$ cat src/hdl/pss_pkg.sv
package pss_pkg;

   // fixed field widths
   localparam int PHASE_W = 32;
   localparam int MOD_W = 16;
   localparam int CNT_CFG_W = 3;
   localparam int CSR_DATA_W = 32;
   localparam int CSR_INDEX_W = 3;
   localparam int BSRR_W = 32;
   localparam int GATE_W = 5;
   localparam int SAMPLE_W = 15;
   localparam int PINS = 16;
   localparam int PIN_W = 6;
   localparam int CNT_W = 4;

   // parameter defaults
   localparam int CHANNELS_DEF = 5;
   localparam int FIRST_PIN_DEF = 6;
   localparam int SINE_TABLE_BITS_DEF = 10;

   // register defaults after reset
   localparam logic [MOD_W-1:0] MOD_INDEX_RST = 16'd16220;
   localparam logic [CNT_CFG_W-1:0] CHANNELS_USED_RST = 3'd5;
   localparam logic [PHASE_W-1:0] CARRIER_STEP_RST = 32'd8589935;
   localparam logic [PHASE_W-1:0] SINE_STEP_RST = 32'd715828;
   localparam logic [PHASE_W-1:0] CARRIER_SPACING_RST = 32'd858993459;

   // pi/2 in Q2.30
   localparam logic [63:0] HALF_PI_Q30 = 64'd1686629713;

   typedef enum logic [CSR_INDEX_W-1:0] {
      CSR_MOD_INDEX = 3'd0,
      CSR_CHANNELS_USED = 3'd1,
      CSR_CARRIER_STEP = 3'd2,
      CSR_SINE_STEP = 3'd3,
      CSR_CARRIER_SPACING = 3'd4
   } csr_index_type;

   // quarter-wave sine entry k in Q0.15, taylor series to x^11, elaboration only
   function automatic logic [SAMPLE_W-1:0] sine_entry(input int unsigned k,
                                                      input int unsigned tbits);
      logic [63:0] x;
      logic [63:0] x2;
      logic [63:0] term;
      logic signed [63:0] sum;
      logic [63:0] q;
      x = ((64'(k) * 64'd2 + 64'd1) * HALF_PI_Q30) >> (tbits - 1);
      x2 = (x * x) >> 30;
      term = x;
      sum = $signed(x);
      term = ((term * x2) >> 30) / 64'd6;
      sum = sum - $signed(term);
      term = ((term * x2) >> 30) / 64'd20;
      sum = sum + $signed(term);
      term = ((term * x2) >> 30) / 64'd42;
      sum = sum - $signed(term);
      term = ((term * x2) >> 30) / 64'd72;
      sum = sum + $signed(term);
      term = ((term * x2) >> 30) / 64'd110;
      sum = sum - $signed(term);
      if (sum < 0) begin
         sum = 0;
      end
      q = ($unsigned(sum) + 64'd16384) >> 15;
      if (q > 64'd32767) begin
         q = 64'd32767;
      end
      return q[SAMPLE_W-1:0];
   endfunction

endpackage

$ cat src/hdl/pss_if.sv
interface pss_req_if;
   logic valid;
   logic ready;
   logic restart;
   modport source (output valid, output restart, input ready);
   modport sink (input valid, input restart, output ready);
endinterface

interface pss_rsp_if import pss_pkg::*; ();
   logic valid;
   logic ready;
   logic [BSRR_W-1:0] bsrr_word;
   logic [GATE_W-1:0] upper_gates;
   logic [GATE_W-1:0] lower_gates;
   modport source (output valid, output bsrr_word, output upper_gates,
                   output lower_gates, input ready);
   modport sink (input valid, input bsrr_word, input upper_gates,
                 input lower_gates, output ready);
endinterface

$ cat src/hdl/phase_shifted_spwm_generator_top.sv
// two register stages: an accepted request is held in stage one, then in the output register
// throughput: one transaction per cycle unless stalled; a single compare pass per channel
// a stalled result holds in the output register while one more request waits in stage one
// reset (synchronous, active high) clears both phases, the dead-time history and
// all valid flags, and loads the register defaults
module phase_shifted_spwm_generator_top import pss_pkg::*; #(
   parameter int CHANNELS = CHANNELS_DEF,
   parameter int FIRST_PIN = FIRST_PIN_DEF,
   parameter int SINE_TABLE_BITS = SINE_TABLE_BITS_DEF
) (
   input  logic clock,
   input  logic reset,
   pss_req_if.sink req_if,
   pss_rsp_if.source rsp_if,
   input  logic csr_we,
   input  logic [CSR_INDEX_W-1:0] csr_index,
   input  logic [CSR_DATA_W-1:0] csr_wdata
);

   logic [MOD_W-1:0] mod_index_ff;
   logic [CNT_CFG_W-1:0] channels_used_ff;
   logic [PHASE_W-1:0] carrier_step_ff, sine_step_ff, carrier_spacing_ff;

   logic s1_valid, s1_take;
   logic [SAMPLE_W-1:0] sine_mag;
   logic sine_neg;
   logic [CHANNELS-1:0][PHASE_W-1:0] car_phase;

   // configuration registers
   always_ff @(posedge clock) begin
      if (reset) begin
         mod_index_ff <= MOD_INDEX_RST;
         channels_used_ff <= CHANNELS_USED_RST;
         carrier_step_ff <= CARRIER_STEP_RST;
         sine_step_ff <= SINE_STEP_RST;
         carrier_spacing_ff <= CARRIER_SPACING_RST;
      end else if (csr_we) begin
         unique case (csr_index_type'(csr_index))
            CSR_MOD_INDEX: mod_index_ff <= csr_wdata[MOD_W-1:0];
            CSR_CHANNELS_USED: channels_used_ff <= csr_wdata[CNT_CFG_W-1:0];
            CSR_CARRIER_STEP: carrier_step_ff <= csr_wdata[PHASE_W-1:0];
            CSR_SINE_STEP: sine_step_ff <= csr_wdata[PHASE_W-1:0];
            CSR_CARRIER_SPACING: carrier_spacing_ff <= csr_wdata[PHASE_W-1:0];
            default: ;
         endcase
      end
   end

   // phase accumulators and sine lookup
   pss_phase #(
      .CHANNELS(CHANNELS),
      .SINE_TABLE_BITS(SINE_TABLE_BITS)
   ) u_phase (
      .clock(clock),
      .reset(reset),
      .req_if(req_if),
      .carrier_step(carrier_step_ff),
      .sine_step(sine_step_ff),
      .carrier_spacing(carrier_spacing_ff),
      .s1_take(s1_take),
      .s1_valid(s1_valid),
      .sine_mag(sine_mag),
      .sine_neg(sine_neg),
      .car_phase(car_phase)
   );

   // carrier compare, dead time and pin packing
   pss_gate #(
      .CHANNELS(CHANNELS),
      .FIRST_PIN(FIRST_PIN)
   ) u_gate (
      .clock(clock),
      .reset(reset),
      .modulation_index(mod_index_ff),
      .channels_used(channels_used_ff),
      .s1_valid(s1_valid),
      .sine_mag(sine_mag),
      .sine_neg(sine_neg),
      .car_phase(car_phase),
      .s1_take(s1_take),
      .rsp_if(rsp_if)
   );

endmodule

$ cat src/hdl/pss_phase.sv
module pss_phase import pss_pkg::*; #(
   parameter int CHANNELS = CHANNELS_DEF,
   parameter int SINE_TABLE_BITS = SINE_TABLE_BITS_DEF
) (
   input  logic clock,
   input  logic reset,
   pss_req_if.sink req_if,
   input  logic [PHASE_W-1:0] carrier_step,
   input  logic [PHASE_W-1:0] sine_step,
   input  logic [PHASE_W-1:0] carrier_spacing,
   input  logic s1_take,
   output logic s1_valid,
   output logic [SAMPLE_W-1:0] sine_mag,
   output logic sine_neg,
   output logic [CHANNELS-1:0][PHASE_W-1:0] car_phase
);

   localparam int QUARTER = 2 ** (SINE_TABLE_BITS - 2);
   localparam int K_W = SINE_TABLE_BITS - 2;

   logic accept;
   logic s1_valid_ff, s1_valid_in;
   logic [PHASE_W-1:0] sine_phase_ff, carrier_phase_ff;
   logic [PHASE_W-1:0] sine_now, carrier_now;
   logic [SINE_TABLE_BITS-1:0] idx;
   logic [1:0] quad;
   logic [K_W-1:0] k_sel;
   logic [SAMPLE_W-1:0] quarter_rom [QUARTER];
   logic [SAMPLE_W-1:0] sine_mag_ff;
   logic sine_neg_ff;
   logic [CHANNELS-1:0][PHASE_W-1:0] car_phase_ff, car_phase_in;

   // constant quarter-wave table
   for (genvar k = 0; k < QUARTER; k++) begin : g_rom
      assign quarter_rom[k] = sine_entry(k, SINE_TABLE_BITS);
   end

   // handshake
   assign req_if.ready = !s1_valid_ff || s1_take;
   assign accept = req_if.valid && req_if.ready;
   assign s1_valid_in = accept ? 1'b1 : (s1_take ? 1'b0 : s1_valid_ff);

   // phases seen by this transaction
   assign sine_now = req_if.restart ? '0 : sine_phase_ff;
   assign carrier_now = req_if.restart ? '0 : carrier_phase_ff;

   // table address with quadrant folding
   assign idx = sine_now[PHASE_W-1 -: SINE_TABLE_BITS];
   assign quad = idx[SINE_TABLE_BITS-1 -: 2];
   assign k_sel = quad[0] ? ~idx[K_W-1:0] : idx[K_W-1:0];

   // per-channel carrier phase
   for (genvar i = 0; i < CHANNELS; i++) begin : g_car
      assign car_phase_in[i] = carrier_now + PHASE_W'(PHASE_W'(i) * carrier_spacing);
   end

   // control registers
   always_ff @(posedge clock) begin
      if (reset) begin
         s1_valid_ff <= 1'b0;
         sine_phase_ff <= '0;
         carrier_phase_ff <= '0;
      end else begin
         s1_valid_ff <= s1_valid_in;
         if (accept) begin
            sine_phase_ff <= sine_now + sine_step;
            carrier_phase_ff <= carrier_now + carrier_step;
         end
      end
   end

   // stage payload, registered table read
   always_ff @(posedge clock) begin
      if (accept) begin
         sine_mag_ff <= quarter_rom[k_sel];
         sine_neg_ff <= quad[1];
         car_phase_ff <= car_phase_in;
      end
   end

   assign s1_valid = s1_valid_ff;
   assign sine_mag = sine_mag_ff;
   assign sine_neg = sine_neg_ff;
   assign car_phase = car_phase_ff;

endmodule

$ cat src/hdl/pss_gate.sv
module pss_gate import pss_pkg::*; #(
   parameter int CHANNELS = CHANNELS_DEF,
   parameter int FIRST_PIN = FIRST_PIN_DEF
) (
   input  logic clock,
   input  logic reset,
   input  logic [MOD_W-1:0] modulation_index,
   input  logic [CNT_CFG_W-1:0] channels_used,
   input  logic s1_valid,
   input  logic [SAMPLE_W-1:0] sine_mag,
   input  logic sine_neg,
   input  logic [CHANNELS-1:0][PHASE_W-1:0] car_phase,
   output logic s1_take,
   pss_rsp_if.source rsp_if
);

   logic load;
   logic out_valid_ff, out_valid_in;
   logic [CNT_W-1:0] n_eff;
   logic [PHASE_W-2:0] prod;
   logic [PHASE_W-1:0] scaled_mag;
   logic signed [PHASE_W+1:0] scaled;
   logic signed [PHASE_W+1:0] tri_val [CHANNELS];
   logic [CHANNELS-1:0] active, level, up, lo;
   logic [CHANNELS-1:0] prev_ff, prev_in;
   logic [BSRR_W-1:0] bsrr_ff, bsrr_in;
   logic [GATE_W-1:0] upper_ff, upper_in, lower_ff, lower_in;

   // handshake
   assign s1_take = !out_valid_ff || rsp_if.ready;
   assign load = s1_valid && s1_take;
   assign out_valid_in = s1_take ? s1_valid : out_valid_ff;

   // active channel count, clamped
   assign n_eff = ({1'b0, channels_used} > CNT_W'(CHANNELS)) ? CNT_W'(CHANNELS)
                                                            : {1'b0, channels_used};

   // scaled sine, 2*index*sample
   assign prod = (PHASE_W-1)'(PHASE_W'(modulation_index) * PHASE_W'(sine_mag));
   assign scaled_mag = {prod, 1'b0};
   assign scaled = sine_neg ? -$signed({2'b00, scaled_mag}) : $signed({2'b00, scaled_mag});

   // carrier triangle, compare and dead time per channel
   for (genvar i = 0; i < CHANNELS; i++) begin : g_ch
      assign tri_val[i] = car_phase[i][PHASE_W-1]
         ? $signed(34'h0_C000_0000 - {2'b00, car_phase[i]})
         : $signed({2'b00, car_phase[i]} - 34'h0_4000_0000);
      assign active[i] = CNT_W'(i) < n_eff;
      assign level[i] = scaled > tri_val[i];
      assign up[i] = active[i] && level[i] && prev_ff[i];
      assign lo[i] = active[i] && !level[i] && !prev_ff[i];
      if (i < GATE_W) begin : g_keep
         assign prev_in[i] = active[i] ? level[i] : prev_ff[i];
      end else begin : g_drop
         assign prev_in[i] = 1'b0;
      end
   end

   // set/reset word packing
   always_comb begin
      bsrr_in = '0;
      for (int i = 0; i < CHANNELS; i++) begin
         for (int p = 0; p < PINS; p++) begin
            if (active[i] && (FIRST_PIN + i == p)) begin
               if (up[i]) bsrr_in[p] = 1'b1;
               else bsrr_in[p + PINS] = 1'b1;
            end
            if (active[i] && (PIN_W'(FIRST_PIN) + PIN_W'(n_eff) + PIN_W'(i) == PIN_W'(p))) begin
               if (lo[i]) bsrr_in[p] = 1'b1;
               else bsrr_in[p + PINS] = 1'b1;
            end
         end
      end
   end

   // gate fields, low channels only
   always_comb begin
      upper_in = '0;
      lower_in = '0;
      for (int j = 0; j < GATE_W; j++) begin
         if (j < CHANNELS) begin
            upper_in[j] = up[j];
            lower_in[j] = lo[j];
         end
      end
   end

   // control registers
   always_ff @(posedge clock) begin
      if (reset) begin
         out_valid_ff <= 1'b0;
         prev_ff <= '0;
      end else begin
         out_valid_ff <= out_valid_in;
         if (load) begin
            prev_ff <= prev_in;
         end
      end
   end

   // result register
   always_ff @(posedge clock) begin
      if (load) begin
         bsrr_ff <= bsrr_in;
         upper_ff <= upper_in;
         lower_ff <= lower_in;
      end
   end

   assign rsp_if.valid = out_valid_ff;
   assign rsp_if.bsrr_word = bsrr_ff;
   assign rsp_if.upper_gates = upper_ff;
   assign rsp_if.lower_gates = lower_ff;

endmodule

$ cat src/flat_wrapper.sv
// flat-port wrapper written by rule: the top's interface ports become plain ports
module phase_shifted_spwm_generator_top_flat import pss_pkg::*;
#(
   parameter int CHANNELS = CHANNELS_DEF,
   parameter int FIRST_PIN = FIRST_PIN_DEF,
   parameter int SINE_TABLE_BITS = SINE_TABLE_BITS_DEF
)
  (clock, reset, csr_we, csr_index, csr_wdata, req_if_valid, req_if_restart, req_if_ready, rsp_if_valid, rsp_if_bsrr_word, rsp_if_upper_gates, rsp_if_lower_gates, rsp_if_ready);
  pss_req_if req_if_i ();
  pss_rsp_if rsp_if_i ();
  input  logic clock;
  input  logic reset;
  input  logic csr_we;
  input  logic [CSR_INDEX_W-1:0] csr_index;
  input  logic [CSR_DATA_W-1:0] csr_wdata;
  input wire logic [$bits(req_if_i.valid)-1:0] req_if_valid;
  input wire logic [$bits(req_if_i.restart)-1:0] req_if_restart;
  output wire logic [$bits(req_if_i.ready)-1:0] req_if_ready;
  output wire logic [$bits(rsp_if_i.valid)-1:0] rsp_if_valid;
  output wire logic [$bits(rsp_if_i.bsrr_word)-1:0] rsp_if_bsrr_word;
  output wire logic [$bits(rsp_if_i.upper_gates)-1:0] rsp_if_upper_gates;
  output wire logic [$bits(rsp_if_i.lower_gates)-1:0] rsp_if_lower_gates;
  input wire logic [$bits(rsp_if_i.ready)-1:0] rsp_if_ready;
  assign req_if_i.valid = req_if_valid;
  assign req_if_i.restart = req_if_restart;
  assign req_if_ready = req_if_i.ready;
  assign rsp_if_valid = rsp_if_i.valid;
  assign rsp_if_bsrr_word = rsp_if_i.bsrr_word;
  assign rsp_if_upper_gates = rsp_if_i.upper_gates;
  assign rsp_if_lower_gates = rsp_if_i.lower_gates;
  assign rsp_if_i.ready = rsp_if_ready;
  phase_shifted_spwm_generator_top #(.CHANNELS(CHANNELS), .FIRST_PIN(FIRST_PIN), .SINE_TABLE_BITS(SINE_TABLE_BITS)) u_core (.clock(clock), .reset(reset), .req_if(req_if_i), .rsp_if(rsp_if_i), .csr_we(csr_we), .csr_index(csr_index), .csr_wdata(csr_wdata));
endmodule
$ cat config.mk
export PLATFORM = sky130hd
export DESIGN_NAME = phase_shifted_spwm_generator_top_flat
export DESIGN_NICKNAME = d
export VERILOG_FILES = /design/src/hdl/pss_pkg.sv /design/src/hdl/pss_if.sv /design/src/hdl/phase_shifted_spwm_generator_top.sv /design/src/hdl/pss_phase.sv /design/src/hdl/pss_gate.sv /design/src/flat_wrapper.sv
export SDC_FILE = /design/constraint.sdc
export NUM_CORES = 2
export LEC_CHECK = 0
export BUFFER_PORTS_ARGS = -buffer_cell sky130_fd_sc_hd__buf_2
export CAP_MARGIN = 10
export CELL_PAD_IN_SITES_DETAIL_PLACEMENT = 1
export CELL_PAD_IN_SITES_GLOBAL_PLACEMENT = 1
export CORE_ASPECT_RATIO = 2
export CORE_MARGIN = 2
export CORE_UTILIZATION = 40
export DETAILED_ROUTE_END_ITERATION = 8
export GPL_TIMING_DRIVEN = 0
export PLACE_DENSITY_LB_ADDON = 0.1
export SLEW_MARGIN = 10
export SYNTH_ARGS = -nofsm -noshare
export SYNTH_HDL_FRONTEND = slang
export SYNTH_SLANG_ARGS = --single-unit
$ cat constraint.sdc
create_clock -name clock -period 11.1 [get_ports clock]
set_input_delay 1.665 -clock clock [delete_from_list [all_inputs] [get_ports clock]]
set_output_delay 1.665 -clock clock [all_outputs]
set_load 0.01 [all_outputs]
---- Word-level counts from Yosys, hierarchy flattened ----
Memories as Yosys holds them, arrays and structs flattened. A register that Yosys moved wholly into a read port is not among the register bits.
Cells that the tools add are included.
Widths: inputs -> output; s select.
word-level totals
  register bits ........................... 389
  bits in read-only memories .............. 3840
  input bits .............................. 41
  logic and storage cells ................. 597
  memories kept ........................... 1
memory list
  name              words  width  rd ports  clocked after Yosys merged registers in  write ports  RTL line         RTL
  (name not given)  256    15     1         1                                        0            pss_phase.sv:75  sine_mag_ff <= quarter_rom[k_sel];
cells by class
  add/sub/neg operators ................... 22
  multiply operators ...................... 2
  magnitude comparators ................... 11
  equality and inequality tests ........... 79
  mux-type cells .......................... 324
  bitwise operators ....................... 2
  reduce and logical (&&, ||, !) cells .... 133
operators with widths
  cell                    number
  $mux 1                  314
  $eq 6x4->1 const B      39
  $mux 34                 6
  $add 32x32->32          6
  $gt 34x34->1            5
  $sub 32x31->33 const B  5
  $sub 32x32->33 const A  5
  $eq 6x3->1 const B      20
  $logic_and 1x1->1       102
  $mux 32                 2
  $eq 6x2->1 const B      10
  $neg 32->34             1
  $mul 2x32->32 const A   1
  $mul 16x15->31          1
  $eq 6x1->1 const B      5
  $logic_not 6->1         5
  $reduce_and 2->1        10
  $add 6x2->6 const B     2
  $logic_not 1->1         12
  $not 8->9               1
  $mux 8                  1
  $not 8->8               1
  $add 6x1->6 const B     1
  $eq 3x2->1 const B      2
  other kinds (13)        16

---- Logic depth before layout (Yosys ltp) ----
  depth in word-level cells ............... 19
  mapped depth ............................ 40
  depth with buffers taken out ............ 37

---- By module ----
From an unflattened synthesis, not the netlist that was laid out.
second synthesis, totals
  cell total of the unflattened synthesis .. 5835
  area total of the unflattened synthesis .. 48053.6 um2
by module, submodules not included
  module                            times used  cells each  area an instance (um2)
  pss_phase                         1           3019        24174.4
  pss_gate                          1           2376        19283.5
  phase_shifted_spwm_generator_top  1           440         4595.7

---- Least setup slack after synthesis ----
OpenSTA, ideal clock, no wires.
  kind .................................... reg2reg
  start point ............................. register u_core.u_phase.sine_mag_ff[5], in the netlist u_core.u_phase.sine_mag[5]
  end point ............................... register u_core.u_gate.bsrr_ff[8], in the netlist u_core.u_gate.rsp_if.bsrr_word[8], data pin
  setup time .............................. 0.261 ns
  arrival ................................. 9.304 ns
  data required time ...................... 10.839 ns
  path slack .............................. 1.535 ns
  cell stages (with the launch flop) ...... 38
  buffers on the path ..................... 3
  period minus slack after synthesis ...... 9.565 ns
  cells stage by stage .................... edfxtp_1 clkbuf_1 and2_1 fa_1 inv_1 fa_1 inv_1 fa_1 fa_1 fa_1 inv_1 fa_1 inv_1 ha_1 and2_4 a221oi_2 nand3b_1 a2111oi_4 (+2 left out) buf_2 o31ai_1 xnor2_1 ha_1 nand4_1 or2_2 nor2_1 o21ai_0 a31oi_1 and3_1 nand2_1 o311a_1 a21oi_1 o21ai_1 a22oi_2 buf_2 nor2_1 a311o_1
on the way
  word-level cells in the longest chain between the ends .. 19
ends and longest elaborated chain
  what                            RTL line         RTL
  from (decl)                     pss_phase.sv:29  logic [SAMPLE_W-1:0] sine_mag_ff;
  $mul 16x15->31 *                pss_gate.sv:39   assign prod = (PHASE_W-1)'(PHASE_W'(modulation_index) * PHASE_W'(sine_mag));
  $neg 32->34                     pss_gate.sv:41   assign scaled = sine_neg ? -$signed({2'b00, scaled_mag}) : $signed({2'b00, scaled_mag});
  $mux 34 *                       pss_gate.sv:41
  $gt 34x34->1                    pss_gate.sv:49   assign level[i] = scaled > tri_val[i];
  $logic_not 1->1                 pss_gate.sv:51   assign lo[i] = active[i] && !level[i] && !prev_ff[i];
  $logic_and 1x1->1 (2 in a row)  pss_gate.sv:51
  $mux 1                          pss_gate.sv:69   if (lo[i]) bsrr_in[p] = 1'b1;
  $mux 1                          pss_gate.sv:68   if (active[i] && (PIN_W'(FIRST_PIN) + PIN_W'(n_eff) + PIN_W'(i) == PIN_W'(p))) begin
  (+3 left out)                   --
  $mux 1                          pss_gate.sv:64   if (active[i] && (FIRST_PIN + i == p)) begin
  $mux 1                          pss_gate.sv:69
  $mux 1                          pss_gate.sv:68
  $mux 1                          pss_gate.sv:69
  $mux 1                          pss_gate.sv:68
  $mux 1                          pss_gate.sv:69
  $mux 1 *                        pss_gate.sv:68
  via u_core.u_gate.bsrr_in[8]    pss_gate.sv:26   logic [BSRR_W-1:0] bsrr_ff, bsrr_in;
  to (signal assigned)            pss_gate.sv:104  bsrr_ff <= bsrr_in;
  to (decl)                       pss_gate.sv:26
The timed path passes the listed nets; every way through them passes the cells marked *.
A chain may end at the register's enable or synchronous reset.

---- Worst setup path after layout ----
  start point ............................. register u_core.u_phase.sine_mag_ff[3], in the netlist u_core.u_phase.sine_mag[3]
  end point ............................... register u_core.u_gate.bsrr_ff[22], in the netlist u_core.u_gate.rsp_if.bsrr_word[22], data pin
on the way
  word-level cells in the longest chain between the ends .. 18
ends and longest elaborated chain
  what                            RTL line        RTL
  $mul 16x15->31 *                pss_gate.sv:39
  $neg 32->34                     pss_gate.sv:41
  $mux 34 *                       pss_gate.sv:41
  $gt 34x34->1                    pss_gate.sv:49
  $logic_and 1x1->1 (2 in a row)  pss_gate.sv:50  assign up[i] = active[i] && level[i] && prev_ff[i];
  $mux 1                          pss_gate.sv:65  if (up[i]) bsrr_in[p] = 1'b1;
  $mux 1                          pss_gate.sv:64
  $mux 1                          pss_gate.sv:69
  (+2 left out)                   --
  $mux 1                          pss_gate.sv:68
  $mux 1                          pss_gate.sv:69
  $mux 1                          pss_gate.sv:68
  $mux 1                          pss_gate.sv:69
  $mux 1                          pss_gate.sv:68
  $mux 1                          pss_gate.sv:69
  $mux 1 *                        pss_gate.sv:68
  via u_core.u_gate.bsrr_in[22]   pss_gate.sv:26
Marks and branches as above.

==> flow_summary.ini <==
[place]
dp_hpwl_mm = 169
pre_cts_slack_ns = -1.64
placed_area_mm2 = 0.0453
io_buffer_count = 84
dp.cells = 6572
place_congestion = 1.07

[layout]
nFillCells = 12900
layout.cells.most_common = nand2_1
final_area_mm2 = 0.0473
final_cell_mix = nand2_1 (665), ha_1 (449), a21oi_1 (365)
fin_nets = 5973
drive_above_1_share_pct = 6.28
area_growth_syn_to_layout_pct = 10.1
stdcell_count = 6680

[drt]
antenna_left = 0
route.detailed.drc = 0
detail_route.first_pass.iterations = 6
drt_iter0_drc = 2410
routedWlPerCell_um = 31.2
num_vias = 41500
viasPerCell = 6.21
wl_mm = 208

[setup_path]
crit_fanout = 10
reg2reg_depth = 41
criticalPathCategory = flip-flop to flip-flop
crit_arrival_ns = 11.15
crit_path_start_kind = flip-flop
r2r_start = u_core.u_phase.sine_mag[3]
critical_path.slowest_cell = fa_1
cp-end-kind = flip-flop
cp.required_ns = 11.49
slowest_delay_ns = 0.58
regToRegSetupSlack_ns = 0.34
reg2reg_to = u_core.u_gate.rsp_if.bsrr_word[22]

[sta]
fin_crit_sh_pct = 96.9
setup_ws_ns = 0.339
setup_viol = 0
timing.fmax_mhz = 92.9
clock_skew_ns = 0.0572
final_max_slew_viol_count = 0
worst_pin_slew_ns = 1.35
slew-limit-headroom_pct = 7.85
timing_hold_violations_final = 0
fin_crit_ns = 10.76

[die]
dieArea_mm2 = 0.110
rows = 170
io_pins = 85
die_width_um = 236
core_mm2 = 0.107
die_h_um = 468
initial_utilization_pct = 40.2

[clocking]
clk_latency_ns = 0.64
clkTransAtPathRegs_ns = 0.06
clock-root-buffer = clkbuf_16
numCtsBuffers = 42
clock_path_buffers = 3
clock_sinks = 400
cts_tree = built
cts_max_level = 2

[logic_synthesis]
ys_ff_latch = 400
synth-main-ff-cell = edfxtp_1
synthTopCellsByArea = edfxtp_1 (15%), ha_1 (13%), fa_1 (10%), dfxtp_1 (8.7%), nand2_1 (5.8%)
synth-seq-area-share_pct = 23.6
synth.distinct_cells = 114
syn_area_mm2 = 0.0430
synth_top_area_cell = edfxtp_1
async_flop_share_pct = 0
avgSynthCellArea_um2 = 8.42
ys_warn_count = 0
netlist_instances = 5105
synth_edf_count = 214
synth_top_area_share_pct = 14.9

[job]
cap_violations = 0

[hold_path]
holdPathEnd = u_core.u_phase.carrier_phase_ff[18]
min_from = u_core.u_phase.carrier_phase_ff[18]
hold_depth = 2
hp-class = flip-flop to flip-flop

[global_route]
grt_overflow = 0
first_global_vias = 44900
grt_pass1_wl_mm = 300
grt_antenna_before_repair = 7
grt_max_degree = 63
grtUsageTotal_pct = 37.6

[status]
status = complete, no violations
[stage by stage]
| stage | TNS (ns) | hold WS, ns | util, % |
|---|---|---|---|
| after global placement | -49.39 | 0.429 | 42.2 |
| after CTS | 0 | 0.450 | 43.9 |
| after global routing | -0.0705 | 0.465 | 44.2 |
| final | 0 | 0.448 | 44.2 |
| after floorplan | 0 | 0.417 | - |
| after detailed placement | -45.63 | 0.436 | 42.3 |
[cell families (layout without fill, tap and decap cells)]
group	count (synthesis)	in the layout	synth area share, %
buffers and inverters	553	747	4.87
adder cells (fa/ha/maj)	669	669	23.2
flip-flops	400	400	23.6
multiplexers	12	12	0.314
XOR/XNOR	363	363	7.67
AND/OR/NAND/NOR	1813	1813	20.4
other	1	6	0.00872
AO/OA/AOI/OAI	1294	1294	19.9
[cells in the mapped netlist (all sizes together), types with 66 or more instances]
cell,count
nor3,105
and2,160
a21o,92
a21oi,368
dfxtp,186
nor2,322
xnor2,177
fa,216
nand2,667
inv,314
nand3,135
nor2b,123
clkbuf,209
ha,449
o31ai,66
o21ai,270
xor2,180
edfxtp,214
[layout make-up]
cell class	instances	area (um^2)	area share [%]
clock buffers	60	1170	2.47
multi-input cells	4153	31100	65.7
inverters	317	1190	2.51
clock inverters	17	236	0.500
flip-flops and latches	400	10200	21.5
diodes	4	10.0	0.0211
well taps	1376	1720	3.64
plain buffers	233	948	2.00
repair buffers	120	788	1.67
[critical path, delay by kind of cell, from the launching register on]
kind                       cells  cell delay (ns)
xor gates and xnor gates       1             0.18
AOI/OAI and AO/OA             12             2.74
adders and majority gates      8             3.79
and+or+nand+nor               10             2.16
DFF                            1             0.51
buffers and inverters         10             1.18
[what timing repair did]
action / in CTS / in global routing
setup endpoints to repair: 42 / 40
pin swaps: 6 / 9
hold buffers: 0 / 0
setup buffers: 13 / 15
gates resized for setup: 37 / 66
cloned: 0 / 0
[worst max-delay path by stage]
stage	startpoint	end	slack, ns	cells after the start
floorplan	u_core.u_phase.sine_mag[5]	u_core.u_gate.rsp_if.bsrr_word[8]	1.53	37
global placement	u_core.u_phase.sine_mag[8]	u_core.u_gate.rsp_if.bsrr_word[9]	-1.73	37
detailed placement	u_core.u_phase.sine_mag[8]	u_core.u_gate.rsp_if.bsrr_word[8]	-1.64	35
CTS	u_core.u_phase.sine_mag[2]	u_core.u_gate.rsp_if.bsrr_word[22]	0.01	40
global route	u_core.u_phase.sine_mag[5]	u_core.u_gate.rsp_if.bsrr_word[22]	-0.02	39
finish	u_core.u_phase.sine_mag[3]	u_core.u_gate.rsp_if.bsrr_word[22]	0.34	41
[sequential cells by signal, indices dropped and copies added (netlist names), 3 cells and up]
name	count
u_core.u_gate.prev_ff	5
u_core.carrier_step_ff	32
u_core.carrier_spacing_ff	32
u_core.u_gate.rsp_if.bsrr_word	32
u_core.mod_index_ff	16
u_core.u_gate.rsp_if.lower_gates	5
u_core.sine_step_ff	32
u_core.u_phase.sine_phase_ff	32
u_core.u_phase.carrier_phase_ff	32
u_core.channels_used_ff	3
u_core.u_gate.rsp_if.upper_gates	5
u_core.u_phase.car_phase	156
u_core.u_phase.sine_mag	15
[routing by layer]
metal  share of wire, %  global-route usage [%]
met3                4.3                    5.21
met5              0.019                       0
met1                 31                    33.4
met2                 52                    70.7
met4                 12                    38.2
Power is left out: the tool's default activity adds up to more than one toggle a clock period on the data nets, which glitch-free logic cannot reach.
